--- src/rtl/core/fsba_pkg.sv ---
// ----------------------------------------------------------------------------
// fsba_pkg
// Shared constants, codes and controller/datapath types of the fit-strategy
// block allocator.
// ----------------------------------------------------------------------------
package fsba_pkg;

   localparam int NBLOCKS   = 16;
   localparam int SIZE_BITS = 24;

   localparam int IDX_W = (NBLOCKS > 1) ? $clog2(NBLOCKS) : 1;
   localparam int CNT_W = $clog2(NBLOCKS + 1);

   // fixed port widths
   localparam int AMT_W      = 24;
   localparam int SLOT_W     = 4;
   localparam int BIDX_W     = 4;
   localparam int STRAT_W    = 2;
   localparam int BCNT_W     = 5;
   localparam int CSR_IDX_W  = 1;
   localparam int CSR_DATA_W = 5;

   localparam logic [BCNT_W-1:0] BCNT_RESET = BCNT_W'(16);

   localparam logic [CSR_IDX_W-1:0] REG_STRATEGY    = 1'b0;
   localparam logic [CSR_IDX_W-1:0] REG_BLOCK_COUNT = 1'b1;

   localparam logic FUNC_LOAD    = 1'b0;
   localparam logic FUNC_REQUEST = 1'b1;

   typedef enum logic [STRAT_W-1:0] {
      STRAT_FIRST = 2'd0,
      STRAT_BEST  = 2'd1,
      STRAT_WORST = 2'd2,
      STRAT_NEXT  = 2'd3
   } strategy_type;

   typedef struct packed {
      logic capture;   // transaction accepted this cycle
      logic load_wr;   // write a loaded block size
      logic scan;      // walk the size table
      logic finish;    // commit placement and emit response
   } cmd_type;

   typedef struct packed {
      logic scan_done;
   } status_type;

endpackage

--- src/rtl/core/fsba_ctrl.sv ---
// ----------------------------------------------------------------------------
// fsba_ctrl
// Sequencer of the allocator: load, table scan, commit.
// ----------------------------------------------------------------------------
module fsba_ctrl (
   input  logic                clock,
   input  logic                reset,
   input  logic                start,
   input  logic                req_func,
   input  fsba_pkg::status_type status,
   output fsba_pkg::cmd_type    cmd,
   output logic                busy
);
   import fsba_pkg::*;

   typedef enum logic [1:0] {
      ST_IDLE,
      ST_LOAD,
      ST_SCAN,
      ST_FINISH
   } state_type;

   state_type state_ff;
   state_type state_in;
   logic      busy_ff;
   logic      accept;

   assign accept = start && !busy_ff;

   always_comb begin
      state_in = state_ff;
      case (state_ff)
         ST_IDLE: begin
            if (accept) begin
               state_in = (req_func == FUNC_REQUEST) ? ST_SCAN : ST_LOAD;
            end
         end
         ST_LOAD:   state_in = ST_IDLE;
         ST_SCAN: begin
            if (status.scan_done) begin
               state_in = ST_FINISH;
            end
         end
         ST_FINISH: state_in = ST_IDLE;
         default:   state_in = ST_IDLE;
      endcase
   end

   always_ff @(posedge clock) begin
      if (reset) begin
         state_ff <= ST_IDLE;
         busy_ff  <= 1'b0;
      end else begin
         state_ff <= state_in;
         busy_ff  <= (state_in != ST_IDLE);
      end
   end

   always_comb begin
      cmd.capture = accept;
      cmd.load_wr = (state_ff == ST_LOAD);
      cmd.scan    = (state_ff == ST_SCAN);
      cmd.finish  = (state_ff == ST_FINISH);
   end

   assign busy = busy_ff;

endmodule

--- src/rtl/core/fsba_dp.sv ---
// ----------------------------------------------------------------------------
// fsba_dp
// Size table, config registers, scan pointer, fit compare and response regs.
// ----------------------------------------------------------------------------
module fsba_dp (
   input  logic                            clock,
   input  logic                            reset,
   input  fsba_pkg::cmd_type               cmd,
   output fsba_pkg::status_type            status,
   input  logic [fsba_pkg::SLOT_W-1:0]     req_block_slot,
   input  logic [fsba_pkg::AMT_W-1:0]      req_amount,
   input  logic                            csr_we,
   input  logic [fsba_pkg::CSR_IDX_W-1:0]  csr_index,
   input  logic [fsba_pkg::CSR_DATA_W-1:0] csr_wdata,
   output logic                            rsp_valid,
   output logic                            rsp_placed,
   output logic [fsba_pkg::BIDX_W-1:0]     rsp_block_index
);
   import fsba_pkg::*;

   logic [SIZE_BITS-1:0] mem [NBLOCKS];

   strategy_type         strat_ff;
   logic [BCNT_W-1:0]    bcnt_ff;
   logic [IDX_W-1:0]     next_start_ff;

   logic [SIZE_BITS-1:0] amt_ff;
   logic [IDX_W-1:0]     slot_ff;
   logic                 slot_ok_ff;
   logic [CNT_W-1:0]     cnt_ff;
   logic [CNT_W-1:0]     j_ff;
   logic [IDX_W-1:0]     k_ff;
   logic [SIZE_BITS-1:0] rd_ff;
   logic [IDX_W-1:0]     rd_idx_ff;
   logic                 rd_vld_ff;
   logic                 found_ff;
   logic [IDX_W-1:0]     best_idx_ff;
   logic [SIZE_BITS-1:0] best_val_ff;

   logic                 rsp_valid_ff;
   logic                 rsp_placed_ff;
   logic [BIDX_W-1:0]    rsp_block_index_ff;

   logic [CNT_W-1:0]     live_cnt;
   logic [IDX_W-1:0]     scan_first;
   logic                 issue;
   logic [CNT_W-1:0]     k_inc;
   logic [IDX_W-1:0]     k_in;
   logic                 fits;
   logic                 take;
   logic [CNT_W-1:0]     pick_inc;
   logic                 wr_en;
   logic [IDX_W-1:0]     wr_addr;
   logic [SIZE_BITS-1:0] wr_data;

   assign live_cnt   = (32'(bcnt_ff) > NBLOCKS) ? CNT_W'(NBLOCKS) : CNT_W'(bcnt_ff);
   // only next fit starts past block 0; a stale pointer restarts at block 0
   assign scan_first = ((strat_ff == STRAT_NEXT) && (CNT_W'(next_start_ff) < live_cnt)) ?
                       next_start_ff : '0;

   assign issue = cmd.scan && (j_ff != cnt_ff);
   assign k_inc = CNT_W'(k_ff) + CNT_W'(1);
   assign k_in  = (k_inc >= cnt_ff) ? '0 : IDX_W'(k_inc);

   assign fits = (rd_ff >= amt_ff);
   // first and next fit keep the first hit; ties keep the lower index
   always_comb begin
      take = 1'b0;
      if (rd_vld_ff && fits) begin
         if (!found_ff) begin
            take = 1'b1;
         end else begin
            case (strat_ff)
               STRAT_BEST:  take = (rd_ff < best_val_ff);
               STRAT_WORST: take = (rd_ff > best_val_ff);
               default:     take = 1'b0;
            endcase
         end
      end
   end

   assign status.scan_done = (j_ff == cnt_ff) && !rd_vld_ff;

   assign pick_inc = CNT_W'(best_idx_ff) + CNT_W'(1);

   always_comb begin
      wr_en   = 1'b0;
      wr_addr = slot_ff;
      wr_data = amt_ff;
      if (cmd.load_wr) begin
         wr_en = slot_ok_ff;
      end else if (cmd.finish) begin
         wr_en   = found_ff;
         wr_addr = best_idx_ff;
         wr_data = best_val_ff - amt_ff;
      end
   end

   // size table
   always_ff @(posedge clock) begin
      if (wr_en) begin
         mem[wr_addr] <= wr_data;
      end
      if (issue) begin
         rd_ff <= mem[k_ff];
      end
   end

   // control state
   always_ff @(posedge clock) begin
      if (reset) begin
         strat_ff      <= STRAT_FIRST;
         bcnt_ff       <= BCNT_RESET;
         next_start_ff <= '0;
         rd_vld_ff     <= 1'b0;
         found_ff      <= 1'b0;
         j_ff          <= '0;
         cnt_ff        <= '0;
         rsp_valid_ff  <= 1'b0;
      end else begin
         if (csr_we) begin
            case (csr_index)
               REG_STRATEGY:    strat_ff <= strategy_type'(csr_wdata[STRAT_W-1:0]);
               REG_BLOCK_COUNT: bcnt_ff  <= csr_wdata[BCNT_W-1:0];
               default:         ;
            endcase
         end
         rd_vld_ff    <= issue;
         rsp_valid_ff <= cmd.finish;
         if (cmd.capture) begin
            j_ff     <= '0;
            cnt_ff   <= live_cnt;
            found_ff <= 1'b0;
         end else begin
            if (issue) begin
               j_ff <= j_ff + CNT_W'(1);
            end
            if (take) begin
               found_ff <= 1'b1;
            end
         end
         if (cmd.load_wr && slot_ok_ff) begin
            next_start_ff <= '0;
         end else if (cmd.finish && found_ff && (strat_ff == STRAT_NEXT)) begin
            next_start_ff <= (pick_inc < cnt_ff) ? IDX_W'(pick_inc) : '0;
         end
      end
   end

   // payload
   always_ff @(posedge clock) begin
      if (cmd.capture) begin
         amt_ff     <= SIZE_BITS'(req_amount);
         slot_ff    <= IDX_W'(req_block_slot);
         slot_ok_ff <= (32'(req_block_slot) < NBLOCKS);
         k_ff       <= scan_first;
      end else if (issue) begin
         k_ff <= k_in;
      end
      if (issue) begin
         rd_idx_ff <= k_ff;
      end
      if (take) begin
         best_idx_ff <= rd_idx_ff;
         best_val_ff <= rd_ff;
      end
      if (cmd.finish) begin
         rsp_placed_ff      <= found_ff;
         rsp_block_index_ff <= found_ff ? BIDX_W'(best_idx_ff) : '0;
      end
   end

   assign rsp_valid       = rsp_valid_ff;
   assign rsp_placed      = rsp_placed_ff;
   assign rsp_block_index = rsp_block_index_ff;

   a_unplaced_index_zero: assert property (@(posedge clock) disable iff (reset)
      rsp_valid_ff && !rsp_placed_ff |-> rsp_block_index_ff == '0)
      else $error("unplaced response carries a nonzero block index");

   a_read_only_in_scan: assert property (@(posedge clock) disable iff (reset)
      rd_vld_ff |-> $past(cmd.scan))
      else $error("table read outside of a scan");

   a_scan_bounded: assert property (@(posedge clock) disable iff (reset)
      cmd.scan |-> j_ff <= cnt_ff)
      else $error("scan counter ran past the block count");

   a_pick_in_range: assert property (@(posedge clock) disable iff (reset)
      cmd.finish && found_ff |-> CNT_W'(best_idx_ff) < cnt_ff)
      else $error("chosen block outside the blocks in use");

endmodule

--- src/rtl/core/fit_strategy_block_allocator.sv ---
// Load transaction: busy after acceptance, no response.
// Request transaction: the size table is scanned over the blocks in use, then the placement is
// committed and rsp_valid strobes; the table is read one entry per cycle.
// A new transaction is accepted only while busy is low, after the previous one has finished.
// Synchronous reset: strategy first fit, block count 16, next-fit pointer 0, idle.
// Block sizes are not cleared by reset; every block in use must be loaded first.
// ----------------------------------------------------------------------------
// fit_strategy_block_allocator
// First/best/worst/next fit allocator over a table of free block sizes.
// ----------------------------------------------------------------------------
module fit_strategy_block_allocator (
   input  logic                            clock,
   input  logic                            reset,
   input  logic                            start,
   output logic                            busy,
   input  logic                            req_func,
   input  logic [fsba_pkg::SLOT_W-1:0]     req_block_slot,
   input  logic [fsba_pkg::AMT_W-1:0]      req_amount,
   output logic                            rsp_valid,
   output logic                            rsp_placed,
   output logic [fsba_pkg::BIDX_W-1:0]     rsp_block_index,
   input  logic                            csr_we,
   input  logic [fsba_pkg::CSR_IDX_W-1:0]  csr_index,
   input  logic [fsba_pkg::CSR_DATA_W-1:0] csr_wdata
);
   import fsba_pkg::*;

   cmd_type    cmd;
   status_type status;

   fsba_ctrl u_ctrl (
      .clock    (clock),
      .reset    (reset),
      .start    (start),
      .req_func (req_func),
      .status   (status),
      .cmd      (cmd),
      .busy     (busy)
   );

   fsba_dp u_dp (
      .clock           (clock),
      .reset           (reset),
      .cmd             (cmd),
      .status          (status),
      .req_block_slot  (req_block_slot),
      .req_amount      (req_amount),
      .csr_we          (csr_we),
      .csr_index       (csr_index),
      .csr_wdata       (csr_wdata),
      .rsp_valid       (rsp_valid),
      .rsp_placed      (rsp_placed),
      .rsp_block_index (rsp_block_index)
   );

endmodule

--- config.mk ---
export PLATFORM = sky130hd
export DESIGN_NAME = fit_strategy_block_allocator
export DESIGN_NICKNAME = d
export VERILOG_FILES = /design/src/rtl/core/fsba_pkg.sv /design/src/rtl/core/fsba_ctrl.sv /design/src/rtl/core/fsba_dp.sv /design/src/rtl/core/fit_strategy_block_allocator.sv
export SDC_FILE = /design/constraint.sdc
export NUM_CORES = 1
export LEC_CHECK = 0
export ABC_CLOCK_PERIOD_IN_PS = 4100
export CAP_MARGIN = 20
export CORE_MARGIN = 1
export CORE_UTILIZATION = 57
export CTS_CLUSTER_DIAMETER = 80
export DETAILED_ROUTE_END_ITERATION = 7
export DONT_BUFFER_PORTS = 1
export MAX_ROUTING_LAYER = met4
export PLACE_DENSITY = 0.85
export SYNTH_ARGS = -nofsm -noshare
export SYNTH_HDL_FRONTEND = slang
export SYNTH_SLANG_ARGS = --single-unit
--- constraint.sdc ---
create_clock -name clock -period 4.1 [get_ports clock]
set_input_delay 0.82 -clock clock [delete_from_list [all_inputs] [get_ports clock]]
set_output_delay 0.82 -clock clock [all_outputs]
set_load 0.1 [all_outputs]
After elaboration in Yosys (flattened, before gate mapping)
Memory sizes are Yosys's and may differ from the RTL's. A register that Yosys moved wholly into a read port is not among the register bits.
Cells that the tools add are included.
- register bits after elaboration: 96
- bits in writable memories: 384
- input bits: 39
- output and inout bits: 7
- memories kept: 1
- add/sub/neg operators: 4
- $lt $le $gt $ge: 7
- eq/ne operators: 8
- multiplexer cells: 21
- bitwise gates (word level): 1
- reductions and logical operators: 17
- memory list (memory ; depth ; width ; read ports ; clocked after memory_dff ; write ports ; RTL line ; RTL):
    u_dp.mem ; 16 ; 24 ; 1 ; 1 ; 1 ; fsba_dp.sv:21 ; logic [SIZE_BITS-1:0] mem [NBLOCKS];
- operator list (kind ; count):
    24-bit two-way mux ; 2
    4-bit two-way mux ; 7
    24-bit >= comparator ; 1
    24-bit > comparator ; 1
    24-bit less-than comparator ; 1
    24-bit subtractor ; 1
    4-bit by 1-bit adder with 5-bit output (second input constant) ; 2
    2-bit == test (second input constant) ; 4
    1-bit logical AND ; 7
    1-bit two-way mux ; 6
    2-bit two-way mux ; 3
    2-bit case mux with 3 select lines ; 1
    2-bit OR reduction ; 3
    5-bit by 1-bit adder with 5-bit output (second input constant) ; 1
    5-bit == test ; 1
    5-bit >= comparator ; 1
    5-bit > comparator (second input constant) ; 1
    4-bit by 5-bit less-than comparator with 1-bit output ; 1
    5-bit less-than comparator ; 1
    5-bit two-way mux ; 1
    5-bit inequality test ; 1
    2-bit by 1-bit == test with 1-bit output (second input constant) ; 2
    2-bit AND reduction ; 2
    2-bit nonzero test ; 2
    other kinds (4) ; 5

Longest topological paths before layout
Gate-level depths: netlist (run 1).
- depth after elaboration: 6
- gate-level depth with buffers: 11

By module
Synthesis (run 1) repeated with hierarchy kept, for this count alone.
- cell total of the unflattened synthesis: 1241
- area total of the unflattened synthesis: 21659.5 µm²
- modules (own cells, without submodules) (module ; times used ; cells an instance ; area each (µm²) ; sequential area each (µm²)):
    fsba_dp ; 1 ; 1226 ; 21516.9 ; 14804.2
    fsba_ctrl ; 1 ; 15 ; 142.6 ; 60.1

Worst setup path before layout (run 1)
No wires, ideal clock.
- kind: register to register
- start: reg u_dp.best_val_ff[1]
- end: reg u_dp.best_idx_ff[0], enable pin
- library setup time: 0.430 ns
- data arrival time: 3.582 ns
- setup slack: 0.088 ns
- stages on the path, launching flop included: 11
- buffers on the path: 0
- clock period less this slack: 4.012 ns
- cell sequence: edfxtp_1 > inv_1 > ha_1 > nor2b_1 > o211ai_1 > a21oi_1 > a2111oi_0 > o31a_1 > o21ai_0 > or3b_1 > a31oi_1
- cells in the longest elaborated chain, start to end: 4
- elaborated cells between the ends (all ways): 5
- those cells by class: order compare: 2; mux: 3
- ends and longest elaborated chain (item ; RTL line ; RTL):
    start, declared ; fsba_dp.sv:38 ; logic [SIZE_BITS-1:0] best_val_ff;
    start signal, assigned ; fsba_dp.sv:165 ; best_val_ff <= rd_ff;
    24-bit > comparator or 24-bit less-than comparator (tied branches) ; fsba_dp.sv:75, fsba_dp.sv:74 ;
    1-bit case mux with 2 select lines * ; fsba_dp.sv:73 ; case (strat_ff)
    1-bit two-way mux * ; fsba_dp.sv:70 ; if (!found_ff) begin
    1-bit two-way mux * ; fsba_dp.sv:69 ; if (rd_vld_ff && fits) begin
    via u_dp.take ; fsba_dp.sv:50 ; logic take;
    end signal, assigned ; fsba_dp.sv:164 ; best_idx_ff <= rd_idx_ff;
    end, declared ; fsba_dp.sv:37 ; logic [IDX_W-1:0] best_idx_ff;
Mark *: on every way through the listed nets, which the timed path passes. The rest lies on a longest branch.
A chain may end at the register's enable or synchronous reset.

Worst setup path in the final report (run 1)
- start: reg u_dp.best_val_ff[6]
- end: mem u_dp.mem[5][21], data pin
- cells in the longest elaborated chain, start to end: 3
- ends and longest elaborated chain (item ; RTL line ; RTL):
    24-bit subtractor ; fsba_dp.sv:95 ; wr_data = best_val_ff - amt_ff;
    24-bit two-way mux ; fsba_dp.sv:92 ; end else if (cmd.finish) begin
    24-bit two-way mux ; fsba_dp.sv:90 ; if (cmd.load_wr) begin
    via u_dp.wr_data[21] ; fsba_dp.sv:54 ; logic [SIZE_BITS-1:0] wr_data;
    end, declared ; fsba_dp.sv:21 ;
The timed path passes the listed nets, and every way through them passes these cells.

==> impl_metrics.ini, run 1 <==
[outcome]
status = complete, no violations

[sta]
setup_tns_ns = 0
period_needed_ns = 3.66
fin_skew_ns = 0.0149
worst_pin_slew_ns = 1.08
hold_viol_final = 0
rsz0062_at_grt = no
slew_viol_final = 0
maxSlewHeadroom = 0.274
max_freq_mhz = 273
setup_viol = 0
finalCritPeriodShare = 0.893

[logic_synthesis]
syn_avg_cell_area_um2 = 17.6
netlist_instances = 1221
yosysUniqueCellTypes = 64
ys_seq_area_frac = 0.694
yosysWarnings = 0
synth_edf_count = 477
ys.flop_type = edfxtp_1
syn_nets = 1350
ys_ff_latch = 504
synth-async-reset-ratio = 0
syn-cell-area_um2 = 21400

[detailed_routing]
ant_nets = 0
wl_per_cell_um = 28.0
routed-wl-met2_um = 25100
drt_wl_total_um = 50100
via_per_inst = 6.55
drt_iter0_drc = 1332
drc = 0
wl_met1_um = 18600
first_pass_iters = 8
highest_layer = met4
wl_met3_um = 4870
vias = 11700

[floorplanning]
core-area_um2 = 36800
ios = 46
dieWidth_um = 196
dieArea_um2 = 38400
die_y_um = 196
initial_utilization = 0.583
fp-row-count = 70

[clock_network]
cts_tree = yes
insertion_delay_ns = 0.57
clockRootBuffer = clkbuf_16
cts_setup_buffers = 0
numCtsBuffers = 50
clk_pin_slew_ns = 0.06
ctsHoldBuffers = 0
htreeDepth = 2
cts_sinks = 504
clockBufferDepth = 3
cts_resized = 0

[worst_setup_path]
timing.rr.start = u_dp.best_val_ff[6]
ff2ff_setup_slack_ns = 0.44
reg2reg_depth = 9
worstSetupPathType = reg2reg
crit_path_end_kind = flip-flop
critPathMaxFanout = 16
critPathLaunchType = flip-flop
cp.arrival_ns = 3.87
r2r_end = u_dp.mem[5][21]
worstPathRequired_ns = 4.31

[final_layout]
synthToLayoutAreaGrowth_pct = 11.3
final_common_cell = edfxtp_1
drive_gt1_frac = 0.202
nNetsFinal = 1413
nFillCells = 2336
mostFrequentLayoutCells = edfxtp_1 (477), mux4_2 (120), ha_1 (89)

[global_route]
antenna_found_initial = 1
grt_pass1_wl_um = 73300
grt_pass1_vias = 11700
grt_max_degree = 99
grt_overflow = 0
track_usage = 0.274

[placed_design]
routabilityCongestion = 0.932
placement.io_buffers = 0
dp_hpwl_um = 28600

[min_path]
hold_path_end = u_dp.bcnt_ff[0]
hp-class = in2reg
hold_depth = 1
hp-start = reset

[pwr]
design_power_total_w = 0.0115
p_leak_nw = 8.15
vdd_drop_max_uv = 325
p_per_area_nw_per_um2 = 483

[job]
maxCapViolCount = 0
## worst max path at each step
stage | to | cells past startpoint | startpoint | slack [ns]
after floorplan | u_dp.best_idx_ff[0] | 10 | u_dp.best_val_ff[1] | 0.09
after global placement | u_dp.mem[10][23] | 10 | u_dp.amt_ff[6] | 0.59
after detailed placement | u_dp.mem[10][23] | 9 | u_dp.best_val_ff[6] | 0.26
after CTS | u_dp.mem[0][23] | 9 | u_dp.best_val_ff[6] | 0.24
after global routing | u_dp.mem[3][21] | 9 | u_dp.best_val_ff[6] | 0.29
final | u_dp.mem[5][21] | 9 | u_dp.best_val_ff[6] | 0.44
## through the flow
step / util / setup WS (ns) / instance area (um^2) / hold slack (ns) / instances
after floorplan: - / 0.0880 / 21400 / 0.400 / 1221
after global placement: 0.607 / 0.588 / 22300 / 0.402 / 1697
after detailed placement: 0.607 / 0.262 / 22300 / 0.410 / 1698
after CTS: 0.648 / 0.237 / 23800 / 0.303 / 1787
after global routing: 0.649 / 0.289 / 23900 / 0.301 / 1790
final: 0.649 / 0.437 / 23900 / 0.314 / 1790
## report_power, final
group / total [W] / switching [W] / internal [W] / leakage [nW]
Clock: 0.00433 / 0.00187 / 0.00246 / 0.744
Combinational: 0.00134 / 0.000739 / 0.000605 / 2.86
Sequential: 0.00586 / 0.0000699 / 0.00579 / 4.54
## area by class of cell
type / instances / area, um^2 / share of cell area
Sequential cell: 504 / 14900 / 0.623
Multi-Input combinational cell: 604 / 6200 / 0.260
Clock buffer: 70 / 1380 / 0.0577
Tap cell: 468 / 586 / 0.0245
Timing Repair Buffer: 50 / 413 / 0.0173
Inverter: 74 / 278 / 0.0116
Clock inverter: 19 / 140 / 0.00587
Antenna cell: 1 / 2.50 / 0.000105
## logic make-up after synthesis
logic type,share of synthesized area
adders and majority gates,0.0529
xor gates and xnor gates,0.0119
AOI/OAI and AO/OA,0.0490
muxes,0.128
and+or+nand+nor,0.0447
DFF,0.694
buffers and inverters,0.0201
## cells in the mapped netlist, drive strengths merged, types with 4 or more instances
| master | instances | area (um^2) |
|---|---|---|
| o21a | 4 | 30.0 |
| o21ai | 46 | 234 |
| nand2b | 12 | 75.1 |
| nand3 | 18 | 90.1 |
| o211ai | 7 | 52.6 |
| o21bai | 5 | 37.5 |
| a31oi | 10 | 62.6 |
| dfxtp | 27 | 541 |
| inv | 74 | 278 |
| nand3b | 5 | 37.5 |
| buf | 17 | 70.1 |
| a21o | 20 | 151 |
| nand2 | 62 | 233 |
| and3 | 8 | 50.1 |
| and2 | 4 | 25.0 |
| o22ai | 4 | 25.0 |
| nor3 | 9 | 50.1 |
| nor2 | 42 | 158 |
| mux4 | 120 | 2700 |
| a211oi | 4 | 35.0 |
| a21oi | 42 | 210 |
| clkbuf | 22 | 82.6 |
| nand4 | 11 | 68.8 |
| xor2 | 13 | 114 |
| nor2b | 6 | 37.5 |
| edfxtp | 477 | 14300 |
| ha | 89 | 1110 |
| xnor2 | 16 | 140 |
| or2 | 7 | 43.8 |
## registers in the layout (all words and copies together), names as in the netlist
signal	flops
u_ctrl.state_ff	2
u_dp.rsp_block_index	4
u_dp.amt_ff	24
u_dp.slot_ff	4
u_dp.bcnt_ff	5
u_dp.rsp_valid	1
u_dp.strat_ff	2
u_dp.next_start_ff	4
u_dp.cnt_ff	5
u_dp.best_val_ff	24
u_dp.rd_ff	24
u_dp.found_ff	1
u_dp.j_ff	5
u_dp.best_idx_ff	4
u_ctrl.busy	1
u_dp.k_ff	4
u_dp.rsp_placed	1
u_dp.mem	384
u_dp.rd_idx_ff	4
u_dp.rd_vld_ff	1
## worst max-delay path, cell delays in order (launching register included)
cell and delay (ns):
edfxtp_1 0.42, ha_1 0.40, a21o_1 0.22, a22o_1 0.25, a311oi_1 0.49, o211a_1 0.31
nor2_1 0.07, a211oi_2 0.21, xnor2_1 0.09, o21ai_1 0.83
## routing by layer
layer,GRT usage,vias up
met1,0.353,5914
li1,-,4971
met5,-,-
met4,0.0958,0
met2,0.442,712
met3,0.0502,125
Note: power is estimated with default switching activity, not from simulation.
==> run 2, diff against run 1 <==
--- a/config.mk
+++ b/config.mk
@@ -8,12 +8,12 @@
 export ABC_CLOCK_PERIOD_IN_PS = 4100
 export CAP_MARGIN = 20
 export CORE_MARGIN = 1
-export CORE_UTILIZATION = 57
+export CORE_UTILIZATION = 30
 export CTS_CLUSTER_DIAMETER = 80
 export DETAILED_ROUTE_END_ITERATION = 7
 export DONT_BUFFER_PORTS = 1
 export MAX_ROUTING_LAYER = met4
-export PLACE_DENSITY = 0.85
+export PLACE_DENSITY = 0.55
 export SYNTH_ARGS = -nofsm -noshare
 export SYNTH_HDL_FRONTEND = slang
 export SYNTH_SLANG_ARGS = --single-unit
==> impl_metrics.ini, run 2 (synthesis gave the netlist of run 1 again) <==
[final_layout]
largest_reg_flops = 384
synthToLayoutAreaGrowth_pct = 15.5
multi_input_area_um2 = 6280
drive_gt1_frac = 0.214
final_common_cell = edfxtp_1
nFillCells = 6673
nNetsFinal = 1416
design_area_um2 = 24800
register_area_um2 = 14900
regMostFlops = u_dp.mem
mostFrequentLayoutCells = edfxtp_1 (477), mux4_2 (120), ha_1 (89)

[floorplanning]
fp-row-count = 97
dieArea_um2 = 72500
initial_utilization = 0.304
dieWidth_um = 269
die_y_um = 269
ios = 46
core-area_um2 = 70400

[worst_setup_path]
critPathMaxFanout = 16
cp.arrival_ns = 3.76
worstSetupPathType = reg2reg
timing.rr.start = u_dp.best_val_ff[6]
crit_path_start = u_dp.best_val_ff[6]
critPathLaunchType = flip-flop
worstPathRequired_ns = 4.35
crit_path_end_kind = flip-flop

[outcome]
status = complete, no violations

[sta]
finalCritPeriodShare = 0.858
fin_skew_ns = 0.0218
setup_viol = 0
slew_viol_final = 0
setup_tns_ns = 0
fin_ws_ns = 0.584
rsz0062_at_grt = no
period_needed_ns = 3.52
maxSlewHeadroom = 0.296
max_freq_mhz = 284
hold_viol_final = 0
worst_pin_slew_ns = 1.05

[clock_network]
cts_setup_buffers = 0
cts_tree = yes
cts_resized = 0
clockBufferDepth = 3
clk_pin_slew_ns = 0.06
ctsHoldBuffers = 0
clockRootBuffer = clkbuf_16
insertion_delay_ns = 0.62
numCtsBuffers = 51
htreeDepth = 2
cts_sinks = 504

[detailed_routing]
drc = 0
vias = 11200
drt_wl_total_um = 50300
drt_iter0_drc = 781
wl_per_cell_um = 22.2
ant_nets = 0
first_pass_iters = 5
via_per_inst = 4.91

[min_path]
hp-start = reset
hp-class = in2reg

[global_route]
grt_pass1_wl_um = 75000
grt_pass1_vias = 11600
grt_max_degree = 99
grt_overflow = 0
antenna_found_initial = 3
track_usage = 0.143

[placed_design]
placement.io_buffers = 0
dp_hpwl_um = 29800
routabilityCongestion = 0.800
postPlaceCellArea_um2 = 23000
place_ws_ns = 0.478

[pwr]
p_per_area_nw_per_um2 = 482
vdd_drop_max_uv = 311
p_leak_nw = 8.26

[job]
maxCapViolCount = 0
## run 2: layout make-up
cell class	count	area share
clock inverters	39	0.0157
diodes	1	0.000101
multi-input cells	604	0.254
well taps	940	0.0475
inverters	74	0.0112
repair buffers	52	0.0184
clock buffers	57	0.0529
flip-flops and latches	504	0.600
## run 2: layer usage
metal  vias up  share of wire  GRT usage  wire, um
li1       5006              -          -         -
met1      5848           0.44      0.185     22400
met2       224           0.49      0.234     24800
met3        82          0.040     0.0185      2020
met4         0          0.024     0.0405      1190
met5         -              0          -         0
## run 2: path summary, 6_finish.rpt
| check | to | cells past startpoint | slack, ns |
|---|---|---|---|
| max | u_dp.mem[3][21] | 10 | 0.58 |
| min | u_dp.bcnt_ff[1] | 1 | 0.28 |
| max reg2reg | u_dp.mem[3][21] | 10 | 0.58 |
| min reg2reg | u_dp.best_idx_ff[3] | 0 | 0.42 |
## run 2: power breakdown
group	total, W	internal (W)	leakage (nW)	switching [W]
Sequential	0.00586	0.00579	4.54	0.0000652
Combinational	0.00135	0.000608	2.88	0.000745
Clock	0.00473	0.00270	0.835	0.00203
Total	0.0119	0.00910	8.26	0.00284
## run 2: per-stage QoR
step	total power, W	utilization	hold slack (ns)	cells
6_report	0.0119	0.352	0.279	2271
5_1_grt	0.0124	0.352	0.248	2271
4_1_cts	0.0121	0.351	0.236	2268
3_5_place_dp	0.00733	0.327	0.406	2172
3_3_place_gp	0.00732	0.327	0.404	2171
2_1_floorplan	0.00689	-	0.400	1221
## run 2: critical path, cell delays in order (launching register included)
cell and delay (ns):
edfxtp_1 0.41, ha_1 0.39, a21o_1 0.21, a22o_1 0.25, a311oi_1 0.31, buf_4 0.20, o211a_1 0.22, nor2_1 0.06
a211oi_2 0.21, xnor2_1 0.09, o21ai_1 0.81
==> run 3, diff against run 2 <==
--- a/config.mk
+++ b/config.mk
@@ -13,7 +13,7 @@
 export DETAILED_ROUTE_END_ITERATION = 7
 export DONT_BUFFER_PORTS = 1
 export MAX_ROUTING_LAYER = met4
-export PLACE_DENSITY = 0.55
+export PLACE_DENSITY_LB_ADDON = 0.25
 export SYNTH_ARGS = -nofsm -noshare
 export SYNTH_HDL_FRONTEND = slang
 export SYNTH_SLANG_ARGS = --single-unit
==> impl_metrics.ini, run 3 (synthesis gave the netlist of run 1 again) <==
[pwr]
swShare = 0.234
pwr-share-comb = 0.111
vdd_drop_max_uv = 240
p_int_w = 0.00930
p_leak_nw = 8.31
p_sw_w = 0.00284
pwr-share-clk = 0.406
sequentialPowerShare = 0.483
p_per_area_nw_per_um2 = 488
design_power_total_w = 0.0121

[clock_network]
cts_tree = yes
clk_pin_slew_ns = 0.06
htreeDepth = 2
insertion_delay_ns = 0.60
cts_setup_buffers = 0
cts_resized = 0
clockRootBuffer = clkbuf_16
numCtsBuffers = 53
cts_sinks = 504
ctsHoldBuffers = 0
clockBufferDepth = 3

[final_layout]
nNetsFinal = 1422
final_common_cell = edfxtp_1
register_area_um2 = 14900
drive_gt1_frac = 0.218
largest_reg_flops = 384
mostFrequentLayoutCells = edfxtp_1 (477), mux4_2 (120), ha_1 (89)
nFillCells = 6588
regMostFlops = u_dp.mem
stdcell_count = 2278
synthToLayoutAreaGrowth_pct = 16.0
post-route-util = 0.353
multi_input_area_um2 = 6280
design_area_um2 = 24900

[sta]
worst_pin_slew_ns = 0.997
fin_skew_ns = 0.0166
hold_viol_final = 0
finalCritPeriodShare = 0.825
slew_viol_final = 0
setup_viol = 0
period_needed_ns = 3.38
setup_tns_ns = 0
max_freq_mhz = 296
rsz0062_at_grt = no
maxSlewHeadroom = 0.332

[placed_design]
placement.io_buffers = 0
postPlaceCellArea_um2 = 23000
dp_hpwl_um = 30200
routabilityCongestion = 0.803
dpl.cell_count = 2174

[worst_setup_path]
worstPathRequired_ns = 4.34
critPathLaunchType = flip-flop
slowest_stage = or3b_1
worstSetupPathType = reg2reg
crit_top_cell = buf_4
cp.arrival_ns = 3.62
crit_path_end_kind = flip-flop
critPathMaxFanout = 28
worstPathCellList = inv_1 > ha_1 > nor2b_1 > o211ai_1 > a21oi_1 > a2111oi_0 > buf_4 > o31a_1 > o21ai_0 > or3b_1 > a31oi_4 > buf_4
critPathMaxStageDelay_ns = 0.41

[global_route]
grt_max_degree = 76
antenna_found_initial = 3
grt_pass1_vias = 11600
grt_pass1_wl_um = 76400
track_usage = 0.146
grt_overflow = 0

[floorplanning]
die_y_um = 269
dieArea_um2 = 72500
initial_utilization = 0.304
fp-row-count = 97
core-area_um2 = 70400
dieWidth_um = 269
ios = 46

[detailed_routing]
drt_wl_total_um = 51000
ant_nets = 0
vias = 11100
routed-wl-met2_um = 25800
wl_met1_um = 22300
drc = 0
wl_per_cell_um = 22.4
first_pass_iters = 5
wl_met3_um = 1920
highest_layer = met4
via_per_inst = 4.87
drt_iter0_drc = 662

[outcome]
status = complete, no violations

[job]
maxCapViolCount = 0

[min_path]
hp-class = in2reg
run 3: critical path: cells and delay by family, from the launching register on:
family / cells / cell delay (ns)
AND/OR/NAND/NOR: 2 / 0.54
AO/OA/AOI/OAI: 6 / 1.09
adder cells (fa/ha/maj): 1 / 0.25
flip-flops: 1 / 0.40
buffers and inverters: 3 / 0.72
run 3: power by group through the flow:
stage          Combinational (W)  Clock, W  Sequential, W
6_report                 0.00135   0.00493        0.00586
5_1_grt                  0.00148   0.00526        0.00587
4_1_cts                  0.00137   0.00505        0.00586
3_5_place_dp             0.00137         0        0.00597
3_3_place_gp             0.00135         0        0.00597
2_1_floorplan           0.000952         0        0.00594
run 3: layout make-up:
type,count,share of cell area
timing repair buffer,56,0.0184
inverter,74,0.0112
clock inverter,34,0.0153
multi-input combinational,604,0.253
clock buffer,65,0.0568
antenna,1,0.000101
tap,940,0.0473
sequential,504,0.598
run 3: final timing paths:
kind | start | end | slack, ns | cells past startpoint
max | u_dp.best_val_ff[1] | u_dp.best_val_ff[5] | 0.72 | 12
min reg2reg | u_dp.rd_idx_ff[1] | u_dp.best_idx_ff[1] | 0.42 | 0
min | reset | u_dp.bcnt_ff[3] | 0.28 | 1
max reg2reg | u_dp.best_val_ff[1] | u_dp.best_val_ff[5] | 0.72 | 12
run 3: layer usage:
layer / up-vias / global-route usage
met1: 5828 / 0.186
met2: 184 / 0.243
li1: 5013 / -
met3: 72 / 0.0207
met5: - / -
met4: 0 / 0.0365
run 3: through the flow:
| stage | setup WS, ns | hold WS (ns) |
|---|---|---|
| 3_3_place_gp | 0.697 | 0.404 |
| 3_5_place_dp | 0.502 | 0.409 |
| 6_report | 0.718 | 0.282 |
| 2_1_floorplan | 0.0880 | 0.400 |
| 5_1_grt | 0.461 | 0.248 |
| 4_1_cts | 0.445 | 0.250 |
